<file path="config.mk">
export PLATFORM = sky130hd
export DESIGN_NAME = dsg_isqrt
export DESIGN_NICKNAME = d
export VERILOG_FILES = /design/src/dsg_isqrt.sv
export SDC_FILE = /design/constraint.sdc
export NUM_CORES = 2
export LEC_CHECK = 0
export BUFFER_PORTS_ARGS = -buffer_cell sky130_fd_sc_hd__buf_4
export CORE_ASPECT_RATIO = 0.75
export CORE_UTILIZATION = 30
export CTS_CLUSTER_DIAMETER = 50
export DETAILED_ROUTE_END_ITERATION = 12
export PLACE_DENSITY_LB_ADDON = 0.3
export SLEW_MARGIN = 30
export SYNTH_ARGS = -nofsm -noshare
export SYNTH_HDL_FRONTEND = slang
export SYNTH_MEMORY_MAX_BITS = 65536
export SYNTH_SLANG_ARGS = --single-unit
</file>
<file path="constraint.sdc">
create_clock -name clk -period 5.96 [get_ports clk]
set_clock_uncertainty 0.05 [all_clocks]
set_input_delay 1.788 -clock clk [delete_from_list [all_inputs] [get_ports clk]]
set_output_delay 1.788 -clock clk [all_outputs]
set_load 0.005 [all_outputs]
</file>
<file path="src/dsg_isqrt.sv">
// Pipelined bit-by-bit integer square root, one result bit per stage.
// Depends on nothing.
module dsg_isqrt #(
  parameter int RW = 32
) (
  input  logic            clk,
  input  logic            en,
  input  logic [2*RW-1:0] n_i,
  output logic [RW-1:0]   r_o
);
  logic [2*RW-1:0] n_r [RW+1];
  logic [RW+1:0]   rem_r [RW+1];
  logic [RW-1:0]   q_r [RW+1];

  always_ff @(posedge clk) begin
    if (en) begin
      n_r[0]   <= n_i;
      rem_r[0] <= '0;
      q_r[0]   <= '0;
    end
  end

  for (genvar i = 0; i < RW; i++) begin : g_st
    logic [RW+3:0] trial, sub;
    assign trial = {rem_r[i], n_r[i][2*RW-1 -: 2]};
    assign sub   = {2'b0, q_r[i], 2'b01};
    always_ff @(posedge clk) begin
      if (en) begin
        n_r[i+1] <= {n_r[i][2*RW-3:0], 2'b00};
        if (trial >= sub) begin
          rem_r[i+1] <= (RW+2)'(trial - sub);
          q_r[i+1]   <= {q_r[i][RW-2:0], 1'b1};
        end else begin
          rem_r[i+1] <= (RW+2)'(trial);
          q_r[i+1]   <= {q_r[i][RW-2:0], 1'b0};
        end
      end
    end
  end
  assign r_o = q_r[RW];
endmodule

</file>
==> flow_metrics.env <==
export IMPL_run_status="finished clean"
export IMPL_fillers=37900
export IMPL_final_cell_mix="sky130_fd_sc_hd__edfxtp_1 (2586), sky130_fd_sc_hd__nand2_1 (751), sky130_fd_sc_hd__inv_1 (691), sky130_fd_sc_hd__o21ai_0 (593), sky130_fd_sc_hd__ha_1 (563)"
export IMPL_worst_path_most_repeated_cell="sky130_fd_sc_hd__o21ai_1"
export IMPL_floorplan_initialDensity_pct=30.2
export IMPL_rows=199
export IMPL_cts_root_buffer="sky130_fd_sc_hd__clkbuf_16"
export IMPL_cts_path_max_buffers=4
export IMPL_path_max_fanout=10
export IMPL_synthesis_area_per_instance_sq_um=13.1
export IMPL_tritoncts_num_sinks=2587
export IMPL_clk_pin_slew_ps=60
export IMPL_finalCriticalPeriod_ps=4340
export IMPL_final_estimated_routing_congestion_in_global_placement=0.903
export IMPL_grt_max_degree=181
export IMPL_clock_fmax_ghz=0.230
export IMPL_irDropWorstVdd_uv=212
export IMPL_yosysSeqAreaShare_pct=65.4
export IMPL_r2r_setup_slack_ps=1620
export IMPL_timing_hold_violations_final=0
export IMPL_gr_usage_all_layers_pct=12.4
export IMPL_final_min_period_over_clock_period_pct=72.9
export IMPL_grt_ovfl_total=0
export IMPL_cts_resized=0
export IMPL_combPwrFrac_pct=17.1
export IMPL_hold_path_class="flip-flop to flip-flop"
export IMPL_required_time_at_the_worst_slack_endpoint_ps=6580
export IMPL_number_of_enable_flip_flop_cells_after_synthesis=2586
export IMPL_setup_total_negative_slack_ps=0
export IMPL_post_drt_via_cell_ratio=4.76
export IMPL_internal_power_mw=38.3
export IMPL_ctsHoldBuffers=0
export IMPL_regToRegEndpoint="rem_r[25][19]"
export IMPL_via_count_of_the_first_global_routing_pass=69000
export IMPL_critPathLaunchType="flip-flop"
export IMPL_wl_per_cell_microns=17.1
export IMPL_io_pins=98
export IMPL_nets=10000
export IMPL_synthToLayoutAreaGrowth_pct=15.4
export IMPL_synth_async_reset_ratio_pct=0
export IMPL_dr_first_iter_drc_count=5970
export IMPL_power_per_cell_area_nw_per_um2=389
export IMPL_postRouteWirelength_mm=255
export IMPL_timing_max_transition_violations_final=0
export IMPL_postLayoutCoreUtil_pct=34.9
export IMPL_global_route_wire_length_before_repair_mm=398
export IMPL_cpPeakStageDelay_ps=600
export IMPL_design_die_area_sq_um=398000
export IMPL_tritoncts_num_buffers=329
export IMPL_antenna_found_initial=4
export IMPL_layout_cells_most_common="sky130_fd_sc_hd__edfxtp_1"
export IMPL_grt_setup_unrepaired="false"
export IMPL_netlist_cell_type_count=90
export IMPL_synth_seq_cells=2587
export IMPL_numPortBuffers=97
export IMPL_crit_type="flip-flop to flip-flop"
export IMPL_power_leakage_nw=50.9
export IMPL_crit_path_top_delay_cell="sky130_fd_sc_hd__o21ai_1"
export IMPL_place_inst=14300
export IMPL_power_switching_share_pct=28.1
export IMPL_htreeDepth=5
export IMPL_synth_area_sq_um=119000
export IMPL_cp_cell_sequence="inv_1 -> ha_1 -> nor2b_1 -> o31a_1 -> o21ai_1 -> a21boi_0 -> o21ai_1 -> o221ai_1 -> a21boi_2 -> clkinv_1 -> mux2_2"
export IMPL_share_of_total_power_in_sequential_cells_pct=45.8
export IMPL_flip_flop_cell_with_the_highest_count_after_synthesis="sky130_fd_sc_hd__edfxtp_1"
export IMPL_tritoncts_clock_tree="yes"
export IMPL_fp_dieH_microns=547
export IMPL_drt_antenna_violating_nets=0
export IMPL_insertion_delay_ps=930
export IMPL_worst_r2r_path_depth=11
export IMPL_timing_critical_path_arrival_ps=4960
export IMPL_slew_headroom_pct=36.4
export IMPL_synthesis_yosys_warnings=0
export IMPL_chipWidth_microns=729
export IMPL_critical_path_endpoint="rem_r[25][19]"
export IMPL_core_sq_um=393000
export IMPL_syn_instance_count=9099
export IMPL_final_cell_count_no_fill=14900
export IMPL_power_share_clock_pct=37.1
export IMPL_worstSetupEndpointType="flip-flop"
export IMPL_crit_path_launch="q_r[24][0]"
export IMPL_maxCapViolations=0
export IMPL_synth_net_count=9728
export IMPL_dpl_hpwl_mm=181
export IMPL_num_vias=70900
export IMPL_crit_reg2reg_launch="q_r[24][0]"
export IMPL_worst_pin_slew_ps=947
export IMPL_cts_setup_buffers=0
export IMPL_route_detailed_drc=0
export IMPL_final_layout_size_suffix_gt1_share_pct=8.38
export IMPL_power_switching_mw=15.0
export IMPL_drt_pass_1_iters=8
export IMPL_timing_final_setup_violations=0
critical path, delay by kind of cell, from the launching register on:
family          cells  cell delay, ps
fa+ha+maj           1             340
mux                 1             370
simple gates        1             170
flops               1             500
buf+inv             2             490
compound gates      6            2170
power by group through the flow:
stage / clock, mW / sequential [mW] / combinational (mW)
finish: 19.8 / 24.4 / 9.09
CTS: 20.5 / 24.5 / 9.06
global placement: 0 / 24.8 / 8.81
floorplan: 0 / 24.0 / 6.86
global route: 21.1 / 24.7 / 10.2
detailed placement: 0 / 24.8 / 9.01
synthesized netlist by cell type, types with 12 or more instances:
cell / n / area (sq um)
sky130_fd_sc_hd__o41ai_1: 23 / 201
sky130_fd_sc_hd__nand2_1: 751 / 2820
sky130_fd_sc_hd__edfxtp_1: 2586 / 77700
sky130_fd_sc_hd__a31oi_1: 35 / 219
sky130_fd_sc_hd__or3_1: 93 / 582
sky130_fd_sc_hd__nor3_1: 208 / 1040
sky130_fd_sc_hd__nand2b_1: 121 / 757
sky130_fd_sc_hd__o21ai_1: 13 / 65.1
sky130_fd_sc_hd__o31a_1: 14 / 123
sky130_fd_sc_hd__and3_1: 35 / 219
sky130_fd_sc_hd__a2111oi_0: 15 / 131
sky130_fd_sc_hd__o21ai_0: 593 / 2970
sky130_fd_sc_hd__nor4b_1: 27 / 236
sky130_fd_sc_hd__nand4b_1: 12 / 105
sky130_fd_sc_hd__nand3b_1: 13 / 97.6
sky130_fd_sc_hd__mux2_2: 37 / 417
sky130_fd_sc_hd__inv_1: 691 / 2590
sky130_fd_sc_hd__and2_1: 55 / 344
sky130_fd_sc_hd__o21a_1: 106 / 796
sky130_fd_sc_hd__nand4_1: 92 / 576
sky130_fd_sc_hd__clkbuf_1: 185 / 694
sky130_fd_sc_hd__or2_2: 43 / 269
sky130_fd_sc_hd__nor4_1: 114 / 713
sky130_fd_sc_hd__o211ai_1: 28 / 210
sky130_fd_sc_hd__nor3b_1: 17 / 128
sky130_fd_sc_hd__a211oi_1: 60 / 450
sky130_fd_sc_hd__mux2i_1: 16 / 160
sky130_fd_sc_hd__a21boi_0: 14 / 105
sky130_fd_sc_hd__nor2_1: 467 / 1750
sky130_fd_sc_hd__o31ai_1: 45 / 338
sky130_fd_sc_hd__or4_1: 52 / 390
sky130_fd_sc_hd__and4_1: 16 / 140
sky130_fd_sc_hd__o21bai_1: 55 / 413
sky130_fd_sc_hd__ha_1: 563 / 7040
sky130_fd_sc_hd__a21o_1: 191 / 1430
sky130_fd_sc_hd__xnor2_1: 391 / 3420
sky130_fd_sc_hd__nand3_1: 113 / 566
sky130_fd_sc_hd__a21oi_1: 481 / 2410
sky130_fd_sc_hd__nor2b_1: 90 / 563
sky130_fd_sc_hd__xor2_1: 459 / 4020
layer usage:
layer | wire (microns) | vias up | share of wire [%] | track usage (%)
met5 | 0 | - | 0 | 0
met2 | 106000 | 1808 | 42 | 18.0
met4 | 6230 | 0 | 2.4 | 3.29
met1 | 129000 | 34400 | 51 | 18.9
met3 | 13600 | 437 | 5.3 | 1.99
li1 | - | 34300 | - | -
final cells by class:
cell class / instances / area, sq um / area share, %
clock inverters: 209 / 2350 / 1.71
flip-flops and latches: 2587 / 77700 / 56.7
repair buffers: 180 / 1550 / 1.13
well taps: 5226 / 6540 / 4.77
multi-input cells: 5621 / 37800 / 27.6
diodes: 3 / 7.51 / 0.00548
clock buffers: 380 / 8510 / 6.21
inverters: 694 / 2610 / 1.90
metrics by stage:
step,area [sq um],worst slack [ps],power [mW],hold WS [ps]
global placement,126000,922,33.6,350
finish,137000,1620,53.3,312
floorplan,119000,688,30.9,350
detailed placement,126000,813,33.8,355
global route,137000,1390,56.0,322
CTS,137000,1660,54.0,309
worst min-delay path by stage:
| stage | depth (start not counted) | endpoint | from | slack [ps] |
|---|---|---|---|---|
| after floorplan | 0 | n_r[0][1000] | n_r[0][934] | 350 |
| after global routing | 0 | n_r[0][1782] | n_r[0][1716] | 320 |
| final | 0 | n_r[0][1783] | n_r[0][1717] | 310 |
| after global placement | 0 | n_r[0][148] | n_r[0][82] | 350 |
| after detailed placement | 0 | n_r[0][1149] | n_r[0][1083] | 350 |
| after CTS | 0 | n_r[0][1782] | n_r[0][1716] | 310 |
sequential cells by signal, indices dropped and copies added, names as in the netlist:
register	flops
n_r	1056
rem_r	1003
q_r	528
kinds of logic after synthesis:
logic type / share of synthesized area (%)
flip-flops: 65.4
AND/OR/NAND/NOR: 9.76
AO/OA/AOI/OAI: 9.30
buffers and inverters: 2.83
XOR/XNOR: 6.27
adder cells (fa/ha/maj): 5.93
multiplexers: 0.505
Power figures use the tool's default switching activity.
