$ cat src/dsg_pkg.sv
// Package for the diamond/spiral gradient pixel block: field widths,
// register indexes, mode codes and the CORDIC angle table.
// No dependencies.
package dsg_pkg;

  localparam int CfgAddrBits = 5;

  typedef enum logic [2:0] {
    REG_START_X = 3'd0,
    REG_START_Y = 3'd1,
    REG_END_X   = 3'd2,
    REG_END_Y   = 3'd3,
    REG_COLOR_S = 3'd4,
    REG_COLOR_E = 3'd5,
    REG_SHAPE   = 3'd6,
    REG_REPEAT  = 3'd7
  } reg_idx_t;

  localparam logic [1:0] RepPad     = 2'd0;
  localparam logic [1:0] RepRepeat  = 2'd1;
  localparam logic [1:0] RepReflect = 2'd2;

  localparam logic ShapeDiamond = 1'b0;
  localparam logic ShapeSpiral  = 1'b1;

  typedef struct packed {
    logic [7:0] alpha;
    logic [7:0] red;
    logic [7:0] green;
    logic [7:0] blue;
  } argb_t;

  function automatic logic [31:0] atan_turn(input logic [4:0] i);
    logic [31:0] v;
    case (i)
      5'd0:  v = 32'd536870912;
      5'd1:  v = 32'd316933406;
      5'd2:  v = 32'd167458907;
      5'd3:  v = 32'd85004756;
      5'd4:  v = 32'd42667331;
      5'd5:  v = 32'd21354465;
      5'd6:  v = 32'd10679838;
      5'd7:  v = 32'd5340245;
      5'd8:  v = 32'd2670163;
      5'd9:  v = 32'd1335087;
      5'd10: v = 32'd667544;
      5'd11: v = 32'd333772;
      5'd12: v = 32'd166886;
      5'd13: v = 32'd83443;
      5'd14: v = 32'd41722;
      5'd15: v = 32'd20861;
      5'd16: v = 32'd10430;
      5'd17: v = 32'd5215;
      5'd18: v = 32'd2608;
      5'd19: v = 32'd1304;
      5'd20: v = 32'd652;
      5'd21: v = 32'd326;
      5'd22: v = 32'd163;
      5'd23: v = 32'd81;
      5'd24: v = 32'd41;
      5'd25: v = 32'd20;
      5'd26: v = 32'd10;
      5'd27: v = 32'd5;
      5'd28: v = 32'd3;
      5'd29: v = 32'd1;
      5'd30: v = 32'd1;
      default: v = 32'd0;
    endcase
    return v;
  endfunction

endpackage

$ cat src/dsg_cordic_stage.sv
// One vectoring CORDIC micro-rotation with its pipeline register.
// Depends on dsg_pkg.
module dsg_cordic_stage #(
  parameter int STEP = 0,
  parameter int XW   = 40
) (
  input  logic                 clk,
  input  logic                 en,
  input  logic signed [XW-1:0] x_i,
  input  logic signed [XW-1:0] y_i,
  input  logic [31:0]          a_i,
  output logic signed [XW-1:0] x_o,
  output logic signed [XW-1:0] y_o,
  output logic [31:0]          a_o
);
  import dsg_pkg::*;
  localparam int S = STEP % 32;
  localparam logic [4:0] SI = 5'(S);

  logic signed [XW-1:0] xs, ys;
  assign xs = x_i >>> S;
  assign ys = y_i >>> S;

  always_ff @(posedge clk) begin
    if (en) begin
      if (y_i > 0) begin
        x_o <= x_i + ys;
        y_o <= y_i - xs;
        a_o <= a_i + atan_turn(SI);
      end else begin
        x_o <= x_i - ys;
        y_o <= y_i + xs;
        a_o <= a_i - atan_turn(SI);
      end
    end
  end
endmodule

$ cat config.mk
export PLATFORM = sky130hd
export DESIGN_NAME = dsg_cordic_stage
export DESIGN_NICKNAME = d
export VERILOG_FILES = /design/src/dsg_pkg.sv /design/src/dsg_cordic_stage.sv
export SDC_FILE = /design/constraint.sdc
export NUM_CORES = 1
export LEC_CHECK = 0
export ABC_AREA = 1
export BUFFER_PORTS_ARGS = -buffer_cell sky130_fd_sc_hd__buf_2
export CAP_MARGIN = 5
export CORE_ASPECT_RATIO = 1.4
export CORE_MARGIN = 8
export CORE_UTILIZATION = 55
export DETAILED_ROUTE_END_ITERATION = 10
export GPL_TIMING_DRIVEN = 1
export HOLD_SLACK_MARGIN = 0.05
export PLACE_DENSITY = 0.88
export SLEW_MARGIN = 20
export SYNTH_ARGS = -nofsm -noshare
export SYNTH_HDL_FRONTEND = slang
export SYNTH_SLANG_ARGS = --single-unit
$ cat constraint.sdc
create_clock -name clk -period 3.1 [get_ports clk]
set_clock_uncertainty 0.15 [all_clocks]
set_input_delay 0.775 -clock clk [delete_from_list [all_inputs] [get_ports clk]]
set_output_delay 0.775 -clock clk [all_outputs]
set_load 0.1 [all_outputs]
==> results of run 1 <==
cells in the mapped netlist:
| master | count |
|---|---|
| nand2_1 | 556 |
| fa_1 | 4 |
| nand2_4 | 4 |
| nor2_4 | 11 |
| o21ai_0 | 111 |
| buf_2 | 14 |
| o21ai_1 | 20 |
| a21oi_1 | 141 |
| nor2_8 | 1 |
| inv_1 | 297 |
| a31oi_1 | 5 |
| a21o_1 | 2 |
| clkbuf_1 | 2 |
| o21a_1 | 2 |
| o211ai_2 | 1 |
| nor4_1 | 3 |
| a21oi_2 | 5 |
| nand3b_1 | 6 |
| nor3_1 | 12 |
| o21ai_2 | 1 |
| buf_4 | 25 |
| nand2_2 | 22 |
| nor2_2 | 31 |
| o21bai_1 | 15 |
| edfxtp_1 | 111 |
| nand3_2 | 7 |
| xor2_1 | 38 |
| or2_1 | 5 |
| and2_1 | 3 |
| buf_6 | 14 |
| nor2_1 | 156 |
| nand4_1 | 20 |
| inv_2 | 9 |
| nor3_2 | 1 |
| nand3_1 | 176 |
| o21bai_2 | 1 |
| ha_1 | 128 |
| xnor2_1 | 2 |
| o211ai_1 | 1 |
metrics by stage:
stage / TNS, ns / utilization [%] / total power, W / area, um^2
2_1_floorplan: 0 / - / 0.00479 / 13000
3_3_place_gp: -0.773 / 71.2 / 0.00609 / 16500
3_5_place_dp: -1.97 / 71.2 / 0.00617 / 16500
4_1_cts: 0 / 72.6 / 0.00749 / 16800
5_1_grt: 0 / 72.6 / 0.00784 / 16800
6_report: 0 / 72.6 / 0.00756 / 16800
cells in the final DEF (no fill, tap or decap), drive strengths merged, types with 4 or more instances in the layout:
cell and count:
ha 128, or2 5, clkbuf 9, buf 531, o21bai 16, fa 4
edfxtp 111, a21oi 146, nor3 13, o21ai 132, nand3b 6, xor2 38
nand2 582, a31oi 5, nand4 20, nor2 199, nand3 183, inv 310
flip-flops by register name (all words and copies together), names as in the netlist:
name  count
x_o      40
y_o      39
a_o      32
layer usage:
layer	vias up	GRT usage, %
met5	-	0
met4	0	35.0
met3	332	7.06
met2	972	64.2
met1	6934	38.0
li1	7268	-
area by class of cell:
| type | instances | area, um^2 |
|---|---|---|
| multi-input cells | 1491 | 8120 |
| fillers | 1919 | 6350 |
| repair buffers | 531 | 3550 |
| flip-flops and latches | 111 | 3330 |
| inverters | 306 | 1150 |
| well taps | 306 | 383 |
| clock buffers | 9 | 225 |
| clock inverters | 7 | 93.8 |
power by group:
| group | total (W) | switching, W | internal (W) | leakage (nW) |
|---|---|---|---|---|
| combinational | 0.00426 | 0.00311 | 0.00115 | 7.75 |
| clock | 0.00133 | 0.000738 | 0.000592 | 0.154 |
| sequential | 0.00197 | 0.0000701 | 0.00190 | 1.08 |
| total | 0.00756 | 0.00391 | 0.00364 | 8.99 |
cells by family after synthesis:
| group | synth area share, % |
|---|---|
| AND/OR/NAND/NOR | 34.2 |
| buffers and inverters | 12.1 |
| AO/OA/AOI/OAI | 12.4 |
| adder cells (fa/ha/maj) | 12.9 |
| flip-flops | 25.6 |
| XOR/XNOR | 2.69 |
path summary, 6_finish.rpt:
kind	from	slack (ns)	to	cells past startpoint
max	x_i[4]	0.10	y_o[11]$_DFFE_PP_	12
min	a_i[20]	0.41	a_o[20]$_DFFE_PP_	1
==> impl_results.md, run 1 <==
- Status: finished clean
- Worst Tran Pin Value: 0.721 ns
- Post-DP HPWL: ~46 mm
- Final hold vios: 0
- Cells after DPL: approximately 2,700
- Chip Width: approximately 150 um
- Via density: roughly 5.6
- First-pass GRT wire length: approximately 84 mm
- Crit-path most repeated cell: nand2_1
- WS Path Type: primary input to flip-flop
- Row cnt: 66
- Deepest clock path buffer count: 2
- Chip height: about 200 um
- Grt total ovfl: 0
- Post-Place Worst Slack: -0.164 ns
- Fin. max-slew vios: 0
- WL per Instance: between 15 and 20 um
- Max stage delay cell, worst path: ha_1
- Cell taking the most area after synthesis: edfxtp_1
- Crit-path max cell delay: 0.52 ns
- Initial core utilization: 56.1%
- CTS Buf Count: 9
- Worst hold margin: 0.407 ns
- Synth top area cells: edfxtp_1, nand2_1, ha_1
- Post-Synthesis Cell Area: ~0.013 mm^2
- CTS tree: yes
- Vias: 15,500
- WL met2: roughly 26 mm
- Initial antenna violation count: 1
- Vias in the first global route: 15,600
- Yosys warns: 0
- N_diodes: 0
- CP Capture Type: flip-flop
- Routed WL: between 50 and 60 mm
- Syn Area/Cell: approximately 6.6 um^2
- Worst min-delay path class: primary input to flip-flop
- # Max-Cap Violations: 0
- Antenna-violating nets left: 0
- Layout Cells excl Fill: 2,761
- Clk pin slew, worst setup/hold paths: ~0.090 ns
- Share of cells above drive strength 1: a little over a quarter
- Worst Slack Setup Final: approximately 0.10 ns
- # nets final: ~2,700
- Post-Syn Nets: approximately 2,200
- Area Growth Syn to Fin: 29.5%
- Final setup violation count: 0
- GRT Total Usage: about 37%
- Yosys reg bits: approximately 110
- Arrival time at the worst endpoint: 3.05 ns
- DIE AREA: roughly 0.029 mm^2
- Num Clock Sinks: around 110
- CTS H-tree depth: 3
- VDD IR max: 374 uV
- Fmax: roughly 0.33 GHz
- Io pins: 226
- Sequential share of the synthesized area: around 26%
- Startpoint types: primary input
- Leakage: 8.99 nW
- Wl on met1: ~19 mm
- Syn Inst Count: just under 2,000
- Core area: 0.0232 mm^2
- Drt pass-1 iters: 8
- IO buf count: between 200 and 250
- CTS Root Cell: clkbuf_16
- Period Utilization, post-route: 96.8%
- Pwr dens: between 400 and 500 mW/mm^2
- Netlist cell types: 39
- Post_cts resized: 0
- RSZ-0062 raised after global routing: false
- DR top layer: met4
- Slew headroom: between 50% and 60%
- Post CTS Setup Buffer Count: 0
- Gpl congestion: 1.06
- Largest net degree at the start of global routing: approximately 110
- Cts hold-fix bufs: 0
- CP Data Required Time: around 3.2 ns
- DRC errors left: 0
- Crit-path leading delay family: simple AND/OR/NAND/NOR gates
- Min Tclk post-route: 3.00 ns
- Routed met3 length: around 4.6 mm
- Critical Path, Cell by Cell: buf_2 -> inv_1 -> ha_1 -> nand2_1 -> nor2_1 -> nand2_1 -> nor2_1 -> or2_1 -> buf_4 -> xor2_1 -> nand2_1 -> o21ai_0
- Number of DRC markers in iteration 0: roughly 1,400
- Worst Path Max Fanout: 8
- Share of the synthesized area in the top cell type: around a quarter
- Sum of buffers and inverters on the critical path: 3
Power figures use the tool's default switching activity.
==> run 2: changes to the inputs <==
--- a/config.mk
+++ b/config.mk
@@ -8,7 +8,7 @@
 export ABC_AREA = 1
 export BUFFER_PORTS_ARGS = -buffer_cell sky130_fd_sc_hd__buf_2
 export CAP_MARGIN = 5
-export CORE_ASPECT_RATIO = 1.4
+export CORE_ASPECT_RATIO = 1.1
 export CORE_MARGIN = 8
 export CORE_UTILIZATION = 55
 export DETAILED_ROUTE_END_ITERATION = 10
==> run 2 against run 1 <==
Core utilization decreased by 1.0 points. First-iteration DRC count increased by 25%. Sequential share of layout area increased by 0.056 points. Non-clock buffer count increased by 1. Via count decreased by 0.77%. Combinational power decreased by 1%. Setup slack improved by 0.064 ns. Cell count about the same. Largest power group unchanged.
==> impl_results.md, run 2 (synthesized netlist as in run 1, its figures left out) <==
- Net Sw Power: 0.00383 W (was 0.00391 W)
- Routed WL: 52.7 mm (was 55.0 mm)
- Worst min-delay path class: primary input to flip-flop (unchanged)
- DRC errors left: 0 (unchanged)
- Post-DP HPWL: 45.0 mm (was 46.1 mm)
- Post CTS Setup Buffer Count: 0 (unchanged)
- Post_cts resized: 0 (unchanged)
- Number of DRC markers in iteration 0: 1,685 (was 1,352)
- Num Clock Sinks: 111 (unchanged)
- Period Utilization, post-route: 94.7% (was 96.8%)
- Drt pass-1 iters: 6 (was 8)
- Max FFs per register: 40 (unchanged)
- Initial core utilization: 55.4% (was 56.1%)
- Vias: 15,400 (was 15,500)
- WL per Instance: 19.1 um (was 19.9 um)
- Gpl congestion: 1.02 (was 1.06)
- Grt total ovfl: 0 (unchanged)
- Setup TNS Final: 0 ns (unchanged)
- Final instance area: 0.0168 mm^2 (about the same)
- # Max-Cap Violations: 0 (unchanged)
- Tot Pwr: 0.00744 W (was 0.00756 W)
- Biggest register: x_o (unchanged)
- Most frequent cells in the layout: nand2_1, buf_4, inv_1, buf_2, nand3_1 (was nand2_1, inv_1, buf_4, buf_2, nand3_1)
- Pwr dens: 443 mW/mm^2 (was 449 mW/mm^2)
- Chip Width: 163 um (was 146 um)
- Comb power frac: 56.5% (was 56.4%)
- Slew headroom: 59.8% (was 51.9%)
- RSZ-0062 raised after global routing: false (unchanged)
- CTS Buf Count: 9 (unchanged)
- CTS H-tree depth: 3 (unchanged)
- WS Path Type: primary input to flip-flop (unchanged)
- Placed cell areas: 0.0165 mm^2 (about the same)
- Flop pwr share: 26.3% (was 26.0%)
- Clk pin slew, worst setup/hold paths: 0.09 ns (about the same)
- Largest net degree at the start of global routing: 47 (was 112)
- CTS Root Cell: clkbuf_16 (unchanged)
- Cts hold-fix bufs: 0 (unchanged)
- Worst Path Max Fanout: 9 (was 8)
- Row cnt: 59 (was 66)
- Power Internal: 0.00361 W (was 0.00364 W)
- Hold depth: 1 (unchanged)
- CP Data Required Time: 3.08 ns (was 3.15 ns)
- Share of cells above drive strength 1: 26.2% (about the same)
- CTS tree: yes (unchanged)
- Final hold vios: 0 (unchanged)
- Initial antenna violation count: 2 (was 1)
- Core area: 0.0235 mm^2 (was 0.0232 mm^2)
- Leakage: 8.98 nW (was 8.99 nW)
- GRT Total Usage: 35.9% (was 37.4%)
- Via density: 5.57 (was 5.62)
- Final setup violation count: 0 (unchanged)
- Clock network power share: 17.1% (was 17.6%)
- Min Tclk post-route: 2.94 ns (was 3.00 ns)
- IO buf count: 225 (unchanged)
- Chip height: 177 um (was 198 um)
- Arrival time at the worst endpoint: 2.92 ns (was 3.05 ns)
- CP Capture Type: flip-flop (unchanged)
- Sw frac: 51.5% (was 51.8%)
- Area Growth Syn to Fin: 29.2% (was 29.5%)
- Worst Tran Pin Value: 0.597 ns (was 0.721 ns)
- Worst hold margin: 0.421 ns (was 0.407 ns)
- Antenna-violating nets left: 0 (unchanged)
- Top Registers: x_o (40), y_o (39), a_o (32) (unchanged)
- DIE AREA: 0.0288 mm^2 (was 0.0289 mm^2)
- Most common cell after layout, fill and taps aside: nand2_1 (unchanged)
- First-pass GRT wire length: 80.6 mm (was 83.6 mm)
- VDD IR max: 486 uV (was 374 uV)
- Vias in the first global route: 15,300 (was 15,600)
- Startpoint types: primary input (unchanged)
- Status: finished clean (unchanged)
- Io pins: 226 (unchanged)
- Deepest clock path buffer count: 2 (unchanged)
- Fin. max-slew vios: 0 (unchanged)
- # nets final: 2,697 (was 2,696)
- Fmax: 0.341 GHz (was 0.333 GHz)
==> run 2: changes by cell type in the layout (fill, tap and decap cells not counted), sizes merged <==
cell / change
diode: +1
buf: +1
==> run 2: stage by stage <==
step	setup slack (ns)	util, %	cells
6_report	0.164	71.6	2762
5_1_grt	0.0303	71.6	2762
4_1_cts	0.230	71.6	2761
3_5_place_dp	-0.180	70.3	2745
3_3_place_gp	-0.154	70.3	2745
2_1_floorplan	0.458	-	1963
==> run 2: routing by layer <==
metal	GRT usage [%]	routed length [um]	up-vias	share of wire, %
met5	0	11	-	0.021
met4	18.6	2790	2	5.3
met3	5.96	5100	155	9.7
met2	59.1	24000	886	45
met1	44.6	20900	7062	40
li1	-	-	7281	-
==> run 2: critical path, cell delays in order <==
cell and delay [ns]:
buf_2 0.09, inv_1 0.04, ha_1 0.52, inv_1 0.12, a21oi_1 0.31, nand2_1 0.15
a21oi_1 0.17, buf_4 0.15, nand3_2 0.13, nand2_1 0.13, nand2_1 0.06, nand2_1 0.07
nand2_1 0.07, nand2_1 0.06, nand2_1 0.05
==> run 2: layout make-up <==
| class | instances | area (um^2) |
|---|---|---|
| Antenna cell | 1 | 2.50 |
| Clock buffer | 9 | 225 |
| Clock inverter | 7 | 75.1 |
| Fill cell | 2023 | 6670 |
| Inverter | 306 | 1150 |
| Multi-Input combinational cell | 1491 | 8120 |
| Sequential cell | 111 | 3330 |
| Tap cell | 305 | 382 |
| Timing Repair Buffer | 532 | 3520 |
==> run 2: power by group through the flow <==
stage / registers [W] / logic (W) / clock network (W)
after floorplan: 0.00335 / 0.00144 / 0
after global placement: 0.00198 / 0.00406 / 0
after detailed placement: 0.00199 / 0.00413 / 0
after CTS: 0.00196 / 0.00414 / 0.00127
after global routing: 0.00198 / 0.00445 / 0.00132
final: 0.00196 / 0.00421 / 0.00128
==> run 2: path summary, 6_finish.rpt <==
check | from | end | slack [ns]
min | a_i[21] | a_o[21]$_DFFE_PP_ | 0.42
max | x_i[18] | y_o[39]$_DFFE_PP_ | 0.16
